--- config.mk ---
export PLATFORM = sky130hd
export DESIGN_NAME = rounded_euclidean_distance_core
export DESIGN_NICKNAME = d
export VERILOG_FILES = /design/src/rtl/core/red_pkg.sv /design/src/rtl/core/rounded_euclidean_distance_core.sv
export SDC_FILE = /design/constraint.sdc
export NUM_CORES = 2
export LEC_CHECK = 0
export ABC_AREA = 1
export BUFFER_PORTS_ARGS = -buffer_cell sky130_fd_sc_hd__buf_2
export CORE_MARGIN = 2
export CORE_UTILIZATION = 60
export DETAILED_ROUTE_END_ITERATION = 10
export HOLD_SLACK_MARGIN = 0.05
export PLACE_DENSITY = 0.79
export RECOVER_POWER = 50
export SYNTH_ARGS = -nofsm -noshare
export SYNTH_HDL_FRONTEND = slang
export SYNTH_SLANG_ARGS = --single-unit
--- constraint.sdc ---
create_clock -name clk -period 42.1 [get_ports clk]
set_clock_uncertainty 0.1 [all_clocks]
set_input_delay 8.42 -clock clk [delete_from_list [all_inputs] [get_ports clk]]
set_output_delay 8.42 -clock clk [all_outputs]
set_load 0.005 [all_outputs]
--- src/rtl/core/red_pkg.sv ---
// Package: widths and constants for the rounded Euclidean distance core.
package red_pkg;

  localparam int COORD_BITS = 16;                  // coordinate width, two's complement
  localparam int DIST_BITS  = COORD_BITS + 1;      // rounded distance width
  localparam int ABS_BITS   = COORD_BITS;          // |a - b| fits the coordinate width
  localparam int SQ_BITS    = 2 * ABS_BITS;        // one squared difference
  localparam int SUM_BITS   = SQ_BITS + 1;         // sum of the two squares
  localparam int RAD_BITS   = 2 * DIST_BITS;       // radicand, padded to whole digit pairs
  localparam int REM_BITS   = DIST_BITS + 1;       // root remainder, at most 2 * root
  localparam int SQRT_STEPS = DIST_BITS;           // one root bit per pipeline stage

  typedef logic signed [COORD_BITS-1:0] coord_t;
  typedef logic        [DIST_BITS-1:0]  dist_t;

endpackage

--- src/rtl/core/rounded_euclidean_distance_core.sv ---
// Top level: pipelined rounded Euclidean distance between two integer points.
//
//  channel | ports                              | dir | handshake
//  --------+------------------------------------+-----+-----------------------
//  input   | in_ax, in_ay, in_bx, in_by         | in  | in_valid / in_ready
//  result  | out_distance                       | out | out_valid / out_ready
//
// One item enters per cycle while the output is not stalled; the square root resolves
// one root bit per stage.
// Stages: abs differences, squares, sum, DIST_BITS root digit stages, rounding.
// The whole pipeline advances together whenever the output register is empty or
// its transfer completes, so a stall freezes every stage and nothing is lost.
// Reset (rst_n, synchronous, active low) clears the valid bits only.
module rounded_euclidean_distance_core (
  input  logic                  clk,
  input  logic                  rst_n,
  input  logic                  in_valid,
  output logic                  in_ready,
  input  red_pkg::coord_t       in_ax,
  input  red_pkg::coord_t       in_ay,
  input  red_pkg::coord_t       in_bx,
  input  red_pkg::coord_t       in_by,
  output logic                  out_valid,
  input  logic                  out_ready,
  output red_pkg::dist_t        out_distance
);
  import red_pkg::*;

  // Global advance: the output register is free or is being drained now.
  logic adv;
  assign adv      = !out_valid || out_ready;
  assign in_ready = adv;

  // ---------------------------------------------------------------------------
  // Stage 1: sign-extended differences and their magnitudes.
  // ---------------------------------------------------------------------------
  logic signed [COORD_BITS:0] dx_s, dy_s;
  logic        [COORD_BITS:0] dx_neg, dy_neg;
  logic        [ABS_BITS-1:0] dx_nxt, dy_nxt;
  logic        [ABS_BITS-1:0] dx_r, dy_r;
  logic                       v1_r;

  always_comb begin
    dx_s   = {in_ax[COORD_BITS-1], in_ax} - {in_bx[COORD_BITS-1], in_bx};
    dy_s   = {in_ay[COORD_BITS-1], in_ay} - {in_by[COORD_BITS-1], in_by};
    dx_neg = -dx_s;
    dy_neg = -dy_s;
    // The magnitude never exceeds 2^COORD_BITS - 1, so drop the top bit.
    dx_nxt = dx_s[COORD_BITS] ? dx_neg[ABS_BITS-1:0] : dx_s[ABS_BITS-1:0];
    dy_nxt = dy_s[COORD_BITS] ? dy_neg[ABS_BITS-1:0] : dy_s[ABS_BITS-1:0];
  end

  always_ff @(posedge clk) begin
    if (!rst_n) begin
      v1_r <= 1'b0;
    end else if (adv) begin
      v1_r <= in_valid;
    end
  end

  always_ff @(posedge clk) begin
    if (adv) begin
      dx_r <= dx_nxt;
      dy_r <= dy_nxt;
    end
  end

  // ---------------------------------------------------------------------------
  // Stage 2: one multiplier per axis.
  // ---------------------------------------------------------------------------
  logic [SQ_BITS-1:0] sqx_r, sqy_r;
  logic               v2_r;

  always_ff @(posedge clk) begin
    if (!rst_n) begin
      v2_r <= 1'b0;
    end else if (adv) begin
      v2_r <= v1_r;
    end
  end

  always_ff @(posedge clk) begin
    if (adv) begin
      sqx_r <= dx_r * dx_r;
      sqy_r <= dy_r * dy_r;
    end
  end

  // ---------------------------------------------------------------------------
  // Stage 3: sum of squares, loaded as the radicand of root stage 0.
  // Root stages k = 0..SQRT_STEPS: rad holds the digit pairs still to consume
  // (top aligned), rem the partial remainder, root the bits found so far.
  // ---------------------------------------------------------------------------
  logic [RAD_BITS-1:0] rad_r  [0:SQRT_STEPS];
  logic [REM_BITS-1:0] rem_r  [0:SQRT_STEPS];
  logic [DIST_BITS-1:0] root_r [0:SQRT_STEPS];
  logic                 vs_r   [0:SQRT_STEPS];
  logic [SUM_BITS-1:0]  sum_nxt;

  assign sum_nxt = {1'b0, sqx_r} + {1'b0, sqy_r};

  always_ff @(posedge clk) begin
    if (!rst_n) begin
      vs_r[0] <= 1'b0;
    end else if (adv) begin
      vs_r[0] <= v2_r;
    end
  end

  always_ff @(posedge clk) begin
    if (adv) begin
      rad_r[0]  <= {{(RAD_BITS-SUM_BITS){1'b0}}, sum_nxt};
      rem_r[0]  <= '0;
      root_r[0] <= '0;
    end
  end

  // One restoring digit step per stage: bring down two radicand bits, try
  // subtracting 4*root + 1, keep the difference and set the root bit if it fits.
  for (genvar k = 0; k < SQRT_STEPS; k++) begin : g_root
    logic [REM_BITS+1:0]  rem_sh;
    logic [REM_BITS+1:0]  trial;
    logic [REM_BITS+1:0]  diff;
    logic                 fits;
    logic [REM_BITS-1:0]  rem_nxt;
    logic [DIST_BITS-1:0] root_nxt;

    always_comb begin
      rem_sh   = {rem_r[k], rad_r[k][RAD_BITS-1 -: 2]};
      trial    = {{(REM_BITS-DIST_BITS){1'b0}}, root_r[k], 2'b01};
      diff     = rem_sh - trial;
      fits     = (rem_sh >= trial);
      rem_nxt  = fits ? diff[REM_BITS-1:0] : rem_sh[REM_BITS-1:0];
      root_nxt = {root_r[k][DIST_BITS-2:0], fits};
    end

    always_ff @(posedge clk) begin
      if (!rst_n) begin
        vs_r[k+1] <= 1'b0;
      end else if (adv) begin
        vs_r[k+1] <= vs_r[k];
      end
    end

    always_ff @(posedge clk) begin
      if (adv) begin
        rad_r[k+1]  <= {rad_r[k][RAD_BITS-3:0], 2'b00};
        rem_r[k+1]  <= rem_nxt;
        root_r[k+1] <= root_nxt;
      end
    end
  end

  // ---------------------------------------------------------------------------
  // Final stage: round to nearest. rem = s - r*r, so s > r*r + r is rem > r.
  // The output register doubles as the skid between the pipe and the consumer.
  // ---------------------------------------------------------------------------
  logic                 out_valid_r;
  logic [DIST_BITS-1:0] out_distance_r;
  logic                 round_up;

  assign round_up = (rem_r[SQRT_STEPS] > {1'b0, root_r[SQRT_STEPS]});

  always_ff @(posedge clk) begin
    if (!rst_n) begin
      out_valid_r <= 1'b0;
    end else if (adv) begin
      out_valid_r <= vs_r[SQRT_STEPS];
    end
  end

  always_ff @(posedge clk) begin
    if (adv) begin
      out_distance_r <= root_r[SQRT_STEPS] + {{(DIST_BITS-1){1'b0}}, round_up};
    end
  end

  assign out_valid    = out_valid_r;
  assign out_distance = out_distance_r;

  // ---------------------------------------------------------------------------
  // Assertions
  // ---------------------------------------------------------------------------
  // The finished remainder never exceeds twice the root.
  a_rem_bound: assert property (@(posedge clk) disable iff (!rst_n)
    vs_r[SQRT_STEPS] |-> (rem_r[SQRT_STEPS] <= {root_r[SQRT_STEPS], 1'b0}))
    else $error("root remainder out of range");

  // A stall freezes the last root stage.
  a_stall_hold: assert property (@(posedge clk) disable iff (!rst_n)
    !adv |=> $stable(root_r[SQRT_STEPS]) && $stable(rem_r[SQRT_STEPS])
             && $stable(vs_r[SQRT_STEPS]))
    else $error("root pipeline moved during a stall");

  // A result disappears only through a completed transfer.
  a_no_drop: assert property (@(posedge clk) disable iff (!rst_n)
    out_valid && !out_ready |=> out_valid)
    else $error("result dropped without a transfer");

endmodule
==> results.ini <==
[status]
status=finished, violations left
violations=capacitance limit, slew limit

[finish]
final_net_count=6886
seq_area_um2=26100
antenna_cells=0
area_delta_synth_final_pct=7.16
drive_gt1_frac=0.0461
multi_input_area_um2=27300
nFillCells=7531

[drt]
met3_length_mm=4.25
routed.top_layer=met4
wl_mm=111
drt_iter0_drc=2460
drtAntennaViolNets=0
met1_length_mm=45.3
drc=0
viasPerCell=5.32
vias=39200
wl_met2_mm=58.2
first_pass_iters=6
routedWlPerCell_um=15.1

[cts]
cts.sinks=872
cts_hold_buf=0
cts-root-buf=clkbuf_16
cts_tree=built
cts-buffers-inserted=88
cts_buffer_depth=3
clk_pin_slew_ns=0.06
clock_latency_ns=0.69
cts_resized=0
htree_levels=3
cts_setup_buffers=0

[logic_synthesis]
ys.flop_type=edfxtp_1
synthArstFlopShare=0
synth_xor_xnor_area_share=0.0508
yosysWarnings=0
synth-adder-area-share=0.210
syn_nets=6795
synthSimpleGateAreaFrac=0.140
synth_edf_count=868
ys_types=70
netlist_instances=5941
yosysSeqAreaShare=0.445
synth_top_family_by_area=adder cells
synth_compound_area_frac=0.0695
syn_area_per_cell_um2=9.89
syn-cell-area_um2=58700
synthMuxAreaShare=0.000383
synth_seq_cells=872

[placement]
place.gp.congestion=0.898
hpwl_mm=85.5
portBuffers=86

[grt]
grt_start_max_net_pins=195
antenna_found_initial=0
groute.usage.overall=0.226
grt_pass1_wl_mm=185
gr-total-overflow=0
grt_pass1_vias=39200

[floorplanning]
core-area_um2=96900
ios=87
rows=114
die_area_um2=100000
die_y_um=317
initial_core_util=0.607
fp.dieW_um=317

[timing]
rsz0062_at_grt=no
finalHoldViolCount=0
slew_violations=80
slew_headroom=-1.39
fin_crit_sh=0.496
finalSetupTns_ns=0
worst_pin_slew_ns=3.56
fmax_mhz=47.9
finalWorstPathRequiredPeriod_ns=20.87
setup_viol=0

[worst_setup_path]
cp.arrival_ns=12.35
max_stage_delay_ns=2.66
path_max_fanout=80
end_kind=output pin
ff2ff_path_depth=23
criticalPathCategory=in2out
cp_slowest_cell=clkinvlp_2
startpoint_type=input port
crit_top_cell=buf_2
path_cells=buf_2, nor2_1, clkinvlp_2, buf_2
cp.required_ns=33.58

[hold_path]
min_path_cells=0
worst_hold_path_type=reg2reg

[run]
cap_violations=2

logic make-up after synthesis:
kind of cell / Yosys count
XOR/XNOR: 340
multiplexers: 2
buffers and inverters: 1291
AND/OR/NAND/NOR: 1944
AO/OA/AOI/OAI: 705
flip-flops: 872
adder cells (fa/ha/maj): 786
other: 1
cells in the mapped netlist, types with 5 or more instances:
cell type,number,area share
o21ai_2,35,0.0052
a211oi_1,12,0.0015
nand3_2,6,0.0010
clkbuf_1,65,0.0042
o21ai_1,43,0.0037
o21a_1,6,0.00077
nand4_1,60,0.0064
o21bai_1,22,0.0028
xor2_1,211,0.031
a221oi_1,5,0.00075
nand2_1,1128,0.072
nand3_1,184,0.016
o21ai_0,181,0.015
nor3_2,5,0.00085
inv_2,6,0.00038
a21oi_2,8,0.0012
or2_2,22,0.0023
nand2_2,18,0.0019
nor4_1,23,0.0024
buf_4,6,0.00077
inv_1,1189,0.076
a31oi_1,26,0.0028
nand3b_1,9,0.0011
buf_2,9,0.00077
nor2_2,13,0.0014
edfxtp_1,868,0.44
nor2_1,400,0.026
xnor2_1,128,0.019
buf_6,13,0.0025
a21boi_0,13,0.0017
nor3_1,51,0.0043
o211ai_1,13,0.0017
a21oi_1,282,0.024
ha_1,456,0.097
nor2_4,5,0.00096
a21o_1,34,0.0043
fa_1,330,0.11
worst max-delay path: cells and delay by family:
family                 cells  cell delay (ns)
AND/OR/NAND/NOR            1             0.16
buffers and inverters      3             3.77
sequential cells by signal, summed over array words and instances (netlist names), 16 cells and up:
register and count:
root_r 153, sqy_r 31, out_distance 17, rem_r 282, sqx_r 31, rad_r 305
vs_r 18, dx_r 16, dy_r 16
cell type report:
cell class,instances,share of cell area
Clock buffer,109,0.0367
Clock inverter,51,0.00936
Timing Repair Buffer,94,0.00813
Tap cell,1276,0.0254
Inverter,1198,0.0715
Multi-Input combinational cell,3778,0.434
Sequential cell,872,0.415
path summary, 6_finish.rpt:
| kind | endpoint | slack [ns] | start |
|---|---|---|---|
| worst min-delay path | rad_r[7][17] | 0.28 | rad_r[6][15] |
| worst min register to register | rad_r[7][17] | 0.28 | rad_r[6][15] |
| worst max-delay path | in_ready | 21.23 | out_ready |
| worst max register to register | sqx_r[24] | 35.46 | dx_r[8] |
layer usage:
metal	track usage	vias up
met5	0	-
met4	0.0808	0
met3	0.0281	216
met2	0.413	847
met1	0.275	18700
li1	-	19500
stage by stage:
step,instances,hold WS (ns),instance area [um2],setup WS [ns],util
after floorplan,5941,0.300,58700,8.77,-
after global placement,7218,0.300,60400,24.16,0.624
after detailed placement,7218,0.305,60400,24.18,0.624
after CTS,7378,0.274,63300,24.18,0.653
after global routing,7378,0.280,63000,20.75,0.650
final,7378,0.277,63000,21.23,0.650
layout by cell type (no fill, tap or decap), types with 34 or more instances in the layout:
master	netlist	layout
buf_2	9	86
nor3_1	51	56
o21ai_0	181	249
a21oi_1	282	285
nor2_1	400	410
fa_1	330	330
a21o_1	34	34
edfxtp_1	868	868
nand2_1	1128	1139
ha_1	456	456
clkbuf_16	0	88
xor2_1	211	211
nand3_1	184	188
nand4_1	60	62
xnor2_1	128	128
inv_1	1189	1194
Power is left out: the tool's default activity adds up to more than one toggle a clock period on the data nets, which glitch-free logic cannot reach.
